<file path="src/rtl/utf8v_pkg.sv">
// Shared types and codes for the UTF-8 string byte validator.
package utf8v_pkg;

   // Result status codes
   localparam logic [1:0] ST_PENDING  = 2'd0;
   localparam logic [1:0] ST_COMPLETE = 2'd1;
   localparam logic [1:0] ST_ERROR    = 2'd2;

   // Allowed range of the first continuation byte
   typedef enum logic [2:0] {
      RANGE_80_BF = 3'd0,
      RANGE_A0_BF = 3'd1,
      RANGE_80_9F = 3'd2,
      RANGE_90_BF = 3'd3,
      RANGE_80_8F = 3'd4
   } cont_range_type;

   // Sequence tracking state carried between bytes
   typedef struct packed {
      logic [1:0]     bytes_owed;
      cont_range_type first_cont_range;
      logic           need_first_check;
      logic [2:0]     seq_length;
   } seq_state_type;

   // One result beat
   typedef struct packed {
      logic [1:0] status;
      logic [2:0] char_length;
   } result_type;

   localparam seq_state_type SEQ_IDLE = '{
      bytes_owed:       2'd0,
      first_cont_range: RANGE_80_BF,
      need_first_check: 1'b0,
      seq_length:       3'd0
   };

endpackage

</file>
<file path="src/rtl/utf8v_step.sv">
// Per-byte decision logic: classify a byte against the sequence state.
module utf8v_step (
   input  logic [7:0]               byte_value,
   input  logic                     is_last,
   input  utf8v_pkg::seq_state_type state_cur,
   output utf8v_pkg::seq_state_type state_nxt,
   output utf8v_pkg::result_type    result
);

   localparam logic [7:0] CTRL_LIMIT = 8'h20;
   localparam logic [7:0] ASCII_MAX  = 8'h7f;
   localparam logic [7:0] LEAD2_MIN  = 8'hc2;
   localparam logic [7:0] LEAD2_MAX  = 8'hdf;
   localparam logic [7:0] LEAD3_MIN  = 8'he0;
   localparam logic [7:0] LEAD3_MAX  = 8'hef;
   localparam logic [7:0] LEAD3_SURR = 8'hed;
   localparam logic [7:0] LEAD4_MIN  = 8'hf0;
   localparam logic [7:0] LEAD4_MAX  = 8'hf4;

   utf8v_pkg::cont_range_type rng_use;
   logic                      cont_ok;
   logic [1:0]                owed_dec;

   // Pick the range check for a continuation byte
   always_comb begin
      rng_use = state_cur.need_first_check ? state_cur.first_cont_range
                                           : utf8v_pkg::RANGE_80_BF;
      unique case (rng_use)
         utf8v_pkg::RANGE_A0_BF: cont_ok = (byte_value >= 8'ha0) && (byte_value <= 8'hbf);
         utf8v_pkg::RANGE_80_9F: cont_ok = (byte_value >= 8'h80) && (byte_value <= 8'h9f);
         utf8v_pkg::RANGE_90_BF: cont_ok = (byte_value >= 8'h90) && (byte_value <= 8'hbf);
         utf8v_pkg::RANGE_80_8F: cont_ok = (byte_value >= 8'h80) && (byte_value <= 8'h8f);
         default:                cont_ok = (byte_value[7:6] == 2'b10);
      endcase
   end

   assign owed_dec = state_cur.bytes_owed - 2'd1;

   // Decide result and next state
   always_comb begin
      state_nxt          = utf8v_pkg::SEQ_IDLE;
      result.status      = utf8v_pkg::ST_ERROR;
      result.char_length = 3'd0;
      if (state_cur.bytes_owed == 2'd0) begin
         // lead byte
         priority if (byte_value < CTRL_LIMIT) begin
            result.status = utf8v_pkg::ST_ERROR;
         end else if (byte_value <= ASCII_MAX) begin
            result.status      = utf8v_pkg::ST_COMPLETE;
            result.char_length = 3'd1;
         end else if ((byte_value >= LEAD2_MIN) && (byte_value <= LEAD2_MAX) && !is_last) begin
            result.status              = utf8v_pkg::ST_PENDING;
            state_nxt.bytes_owed       = 2'd1;
            state_nxt.need_first_check = 1'b1;
            state_nxt.seq_length       = 3'd2;
         end else if ((byte_value >= LEAD3_MIN) && (byte_value <= LEAD3_MAX) && !is_last) begin
            result.status              = utf8v_pkg::ST_PENDING;
            state_nxt.bytes_owed       = 2'd2;
            state_nxt.need_first_check = 1'b1;
            state_nxt.seq_length       = 3'd3;
            if (byte_value == LEAD3_MIN) begin
               state_nxt.first_cont_range = utf8v_pkg::RANGE_A0_BF;
            end else if (byte_value == LEAD3_SURR) begin
               state_nxt.first_cont_range = utf8v_pkg::RANGE_80_9F;
            end
         end else if ((byte_value >= LEAD4_MIN) && (byte_value <= LEAD4_MAX) && !is_last) begin
            result.status              = utf8v_pkg::ST_PENDING;
            state_nxt.bytes_owed       = 2'd3;
            state_nxt.need_first_check = 1'b1;
            state_nxt.seq_length       = 3'd4;
            if (byte_value == LEAD4_MIN) begin
               state_nxt.first_cont_range = utf8v_pkg::RANGE_90_BF;
            end else if (byte_value == LEAD4_MAX) begin
               state_nxt.first_cont_range = utf8v_pkg::RANGE_80_8F;
            end
         end else begin
            // invalid lead, or a multi-byte lead cut off by the string end
            result.status = utf8v_pkg::ST_ERROR;
         end
      end else begin
         // continuation byte
         priority if (!cont_ok) begin
            result.status = utf8v_pkg::ST_ERROR;
         end else if (owed_dec == 2'd0) begin
            result.status      = utf8v_pkg::ST_COMPLETE;
            result.char_length = state_cur.seq_length;
         end else if (is_last) begin
            result.status = utf8v_pkg::ST_ERROR;
         end else begin
            result.status              = utf8v_pkg::ST_PENDING;
            state_nxt                  = state_cur;
            state_nxt.bytes_owed       = owed_dec;
            state_nxt.need_first_check = 1'b0;
         end
      end
   end

endmodule

</file>
<file path="src/rtl/utf8_string_byte_validator.sv">
// Top level: input register, per-byte decision and result register.
//
//   channel | direction | ports                                  | handshake
//   req     | in        | req_byte_value, req_is_last            | req_valid / req_stall
//   rsp     | out       | rsp_status, rsp_char_length            | rsp_valid / rsp_stall
//
// One byte per cycle while rsp_stall is low; each beat passes from req to rsp
// through the input register, then the result register behind the state-dependent decision.
// The sequence state updates as a byte moves from the input register to the
// result register, so consecutive bytes chain without bubbles.
// Reset clears the sequence state and both valid flags.
// rsp_stall holds the result register; req_stall rises only when the input
// register is full and cannot move forward.
module utf8_string_byte_validator (
   input  logic       clock,
   input  logic       reset,
   input  logic       req_valid,
   output logic       req_stall,
   input  logic [7:0] req_byte_value,
   input  logic       req_is_last,
   output logic       rsp_valid,
   input  logic       rsp_stall,
   output logic [1:0] rsp_status,
   output logic [2:0] rsp_char_length
);

   logic                     in_valid_ff, in_valid_in;
   logic [7:0]               in_byte_ff;
   logic                     in_last_ff;
   logic                     out_valid_ff, out_valid_in;
   utf8v_pkg::result_type    out_result_ff;
   utf8v_pkg::seq_state_type state_ff;
   utf8v_pkg::seq_state_type state_in;
   utf8v_pkg::result_type    step_result;
   logic                     out_free;
   logic                     in_move;
   logic                     req_take;

   // Stage flow control
   assign out_free  = !out_valid_ff || !rsp_stall;
   assign in_move   = in_valid_ff && out_free;
   assign req_stall = in_valid_ff && !out_free;
   assign req_take  = req_valid && !req_stall;

   assign in_valid_in  = req_take || (in_valid_ff && !in_move);
   assign out_valid_in = in_move || (out_valid_ff && !out_free);

   utf8v_step u_step (
      .byte_value (in_byte_ff),
      .is_last    (in_last_ff),
      .state_cur  (state_ff),
      .state_nxt  (state_in),
      .result     (step_result)
   );

   // Advance valid flags and sequence state
   always_ff @(posedge clock) begin
      if (reset) begin
         in_valid_ff  <= 1'b0;
         out_valid_ff <= 1'b0;
         state_ff     <= utf8v_pkg::SEQ_IDLE;
      end else begin
         in_valid_ff  <= in_valid_in;
         out_valid_ff <= out_valid_in;
         if (in_move) begin
            state_ff <= state_in;
         end
      end
   end

   // Capture input beat
   always_ff @(posedge clock) begin
      if (req_take) begin
         in_byte_ff <= req_byte_value;
         in_last_ff <= req_is_last;
      end
   end

   // Capture result beat
   always_ff @(posedge clock) begin
      if (in_move) begin
         out_result_ff <= step_result;
      end
   end

   assign rsp_valid       = out_valid_ff;
   assign rsp_status      = out_result_ff.status;
   assign rsp_char_length = out_result_ff.char_length;

endmodule

</file>
<file path="config.mk">
export PLATFORM = sky130hd
export DESIGN_NAME = utf8_string_byte_validator
export DESIGN_NICKNAME = d
export VERILOG_FILES = /design/src/rtl/utf8v_pkg.sv /design/src/rtl/utf8v_step.sv /design/src/rtl/utf8_string_byte_validator.sv
export SDC_FILE = /design/constraint.sdc
export NUM_CORES = 1
export LEC_CHECK = 0
export BUFFER_PORTS_ARGS = -buffer_cell sky130_fd_sc_hd__buf_2
export CAP_MARGIN = 20
export CORE_MARGIN = 5
export CORE_UTILIZATION = 54
export DETAILED_ROUTE_END_ITERATION = 12
export PLACE_DENSITY = 0.73
export SYNTH_ARGS = -nofsm -noshare
export SYNTH_HDL_FRONTEND = slang
export SYNTH_SLANG_ARGS = --single-unit
export TNS_END_PERCENT = 1
</file>
<file path="constraint.sdc">
create_clock -name clock -period 2.6 [get_ports clock]
set_clock_uncertainty 0.15 [all_clocks]
set_input_delay 0.52 -clock clock [delete_from_list [all_inputs] [get_ports clock]]
set_output_delay 0.52 -clock clock [all_outputs]
set_load 0.1 [all_outputs]
</file>
==> key figures <==
Critical path
  – CP max stage cell: dfxtp_1
  – Crit Reg-Reg Startpoint: state_ff[7]$_SDFFE_PP0P_
  – Crit path launch type: flip-flop
  – CP Data Arrival Time: 2.10 ns
  – Critical path endpoint category: flip-flop
  – WS Path Type: flip-flop to flip-flop
  – CP cell instances: inv_1, ha_1, nor3b_4, nand4b_2, or3_1, a311oi_1
  – Critical R2R Capture: state_ff[8]$_SDFFE_PP0P_
  – Critical Path End: state_ff[8]$_SDFFE_PP0P_
  – CP delay by family, top: simple AND/OR/NAND/NOR gates
  – Crit path buffers/inverters: 1
  – R2R depth: 6
  – CP startpoint: state_ff[7]$_SDFFE_PP0P_
  – Critical path required time: 2.67 ns
  – Flop2flop setup slack: 0.58 ns
  – Max Fanout on Critical Path: 5
  – CP peak stage delay: 0.39 ns
  – Critical Path Stages: 6

Drt
  – Total Wirelength: 2130 µm
  – Total number of vias: 902
  – DRT iter0 DRCs: 24
  – Routed wire per std cell: 13.5 µm
  – DRC viols: 0
  – Via density: 5.71
  – ANT nets after route: 0
  – DR pass1 iterations: 4

Floorplanning
  – Die width: 57.1 µm
  – Die area: 3260 µm²
  – Core Area: 2170 µm²
  – IO Count: 20
  – Starting density of the core: 55.2%
  – Floorplan row count: 17
  – Chip Height: 57.1 µm

STA
  – Final Setup Violations: 0
  – Slew margin rel.: 55.8%
  – Minimum clock period: 2.02 ns
  – Slew @ Worst Pin: 0.661 ns
  – PnR worst setup slack: 0.575 ns
  – Hold Worst Slack: 0.222 ns
  – Setup TNS: 0 ns
  – Fin. Hold Viols: 0
  – Max-slew violations: 0
  – Maximum clock frequency: 0.494 GHz
  – Tcrit/Tclk final: 77.9%
  – RSZ-0062 raised after global routing: false

Clock network
  – CTS tree: done
  – TritonCTS buffer count: 3
  – Deepest clock path buffer count: 2
  – Clock slew at reported path FFs: 0.13 ns
  – Clock Sinks: 25
  – CTS resizes: 0
  – Post-CTS Setup Repair Bufs: 0
  – CTS root buffer: clkbuf_4
  – H-tree Lvls: 1
  – CTS Hold Buffers Added: 0
  – Latest clock arrival within the worst-skew pair: 0.31 ns

Power
  – Power per Cell Area: 534 nW/µm²
  – Tot Pwr: 0.710 mW
  – Max VDD drop: 0.000396 V
  – Sequential share of power: 63.3%
  – Sw Ratio: 26.4%
  – Leakage power: 0.468 nW
  – Internal Pwr Total: 0.522 mW
  – Combinational power share: 13.1%
  – NetSw: 0.188 mW
  – Clock network power share: 23.5%

Placed design
  – DP HPWL: 1620 µm
  – Dpl ws: 0.597 ns
  – Post-placement cell count: 154
  – Gpl congestion: 0.871
  – Port Buf Inserts: 19

Logic synthesis
  – Post-Syn Area: 1200 µm²
  – Post-synth cell types: 41
  – Syn_area_per_cell: 10.9 µm²
  – Most used DFF post-synth: edfxtp_1
  – Cells after Synth: 110
  – Post-synth EDFFs: 14
  – Syn_nets: 125
  – Flops & latches, synth: 25
  – Ys async rst share: 0%
  – Sequential area share after synthesis: 53.5%
  – Syn. warnings: 0

Finish
  – Share of post-route cells with drive strength above 1: 21.5%
  – ANT cells: 0
  – Synthesis-to-layout area growth: 11.0%
  – NumNets Final: 146
  – Final Non-Filler Cells: 158
  – Most common cell after layout, fill and taps aside: buf_2
  – Most frequent cells in the layout: buf_2 (19), edfxtp_1 (14), dfxtp_1 (11)

Worst hold path
  – Hold/Removal Path Class: input pin to flip-flop

Global route
  – Global Route Usage Sum: 14.4%
  – Initial antenna violation count: 0
  – GRT Residual Overflow: 0
  – Global-route wire length before repair: 3740 µm
  – Largest net degree at the start of global routing: 17
  – Vias in the first global route: 919

Flow run
  – MaxCap Viol Count: 0

Run status
  – Status: finished clean
[final cells by class]
type                            instances  area (µm²)
Inverter                                8        30.0
Timing Repair Buffer                   19        95.1
Fill cell                             200         841
Sequential cell                        25         641
Clock buffer                            4        26.3
Multi-Input combinational cell         74         502
Tap cell                               28        35.0
[worst reg2reg max path: stages (launching register included)]
cell      delay, ns
dfxtp_1        0.39
inv_1          0.06
ha_1           0.29
nor3b_4        0.25
nand4b_2       0.19
or3_1          0.34
a311oi_1       0.27
[logic make-up after synthesis]
logic type	Yosys count	share of synthesized area, %
and+or+nand+nor	45	23.1
DFF	25	53.5
AOI/OAI and AO/OA	24	14.2
buffers and inverters	11	4.70
muxes	2	1.67
adders and majority gates	2	2.09
xor gates and xnor gates	1	0.732
[state kept, by name, summed over array words and instances (netlist names), named ones only]
| name | cells |
|---|---|
| in_last_ff | 1 |
| rsp_char_length | 3 |
| in_valid_ff | 1 |
| rsp_status | 2 |
| in_byte_ff | 8 |
| state_ff | 9 |
[per-stage QoR]
stage,utilization (%),area (µm²)
6_report,61.2,1330
5_1_grt,61.2,1330
4_1_cts,61.2,1330
3_5_place_dp,60.0,1300
3_3_place_gp,60.0,1300
2_1_floorplan,-,1200
[how the worst min path moves through the flow]
stage / start / endpoint / slack, ns / cells past startpoint
2_1_floorplan: state_ff[1]$_SDFFE_PP0P_ / state_ff[1]$_SDFFE_PP0P_ / 0.30 / 2
3_3_place_gp: state_ff[0]$_SDFFE_PP0P_ / state_ff[0]$_SDFFE_PP0P_ / 0.32 / 2
3_5_place_dp: state_ff[0]$_SDFFE_PP0P_ / state_ff[0]$_SDFFE_PP0P_ / 0.32 / 2
4_1_cts: req_is_last / in_last_ff$_DFFE_PP_ / 0.21 / 1
5_1_grt: req_byte_value[5] / in_byte_ff[5]$_DFFE_PP_ / 0.20 / 1
6_report: req_byte_value[1] / in_byte_ff[1]$_DFFE_PP_ / 0.22 / 1
[Yosys cell counts, types with 2 or more instances]
library cell  number  share of area (%)
a21oi_1            2               0.84
a31oi_1            3                1.6
buf_6              2                1.9
dfxtp_1           11                 18
edfxtp_1          14                 35
ha_1               2                2.1
inv_1              8                2.5
mux2i_1            2                1.7
nand2_1            9                2.8
nand2b_1           7                3.7
nand3b_1           3                1.9
nand4_1            2                1.0
nor2_1             8                2.5
o21a_1             2                1.3
o21ai_0            4                1.7
o31ai_1            3                1.9
or3_1              4                2.1
[per-layer routing]
metal / GRT usage, % / share of wire, %
met1: 15.5 / 41
met2: 26.6 / 52
met3: 2.49 / 6.3
met4: 7.28 / 1.5
met5: 0 / 0
[power groups by stage]
| stage | Combinational, mW | Sequential (mW) | Clock (mW) |
|---|---|---|---|
| CTS | 0.0937 | 0.449 | 0.177 |
| detailed placement | 0.0931 | 0.458 | 0 |
| global placement | 0.0917 | 0.458 | 0 |
| global route | 0.101 | 0.452 | 0.189 |
| finish | 0.0932 | 0.450 | 0.167 |
| floorplan | 0.0453 | 0.485 | 0 |
Note: power is estimated with default switching activity, not from simulation.
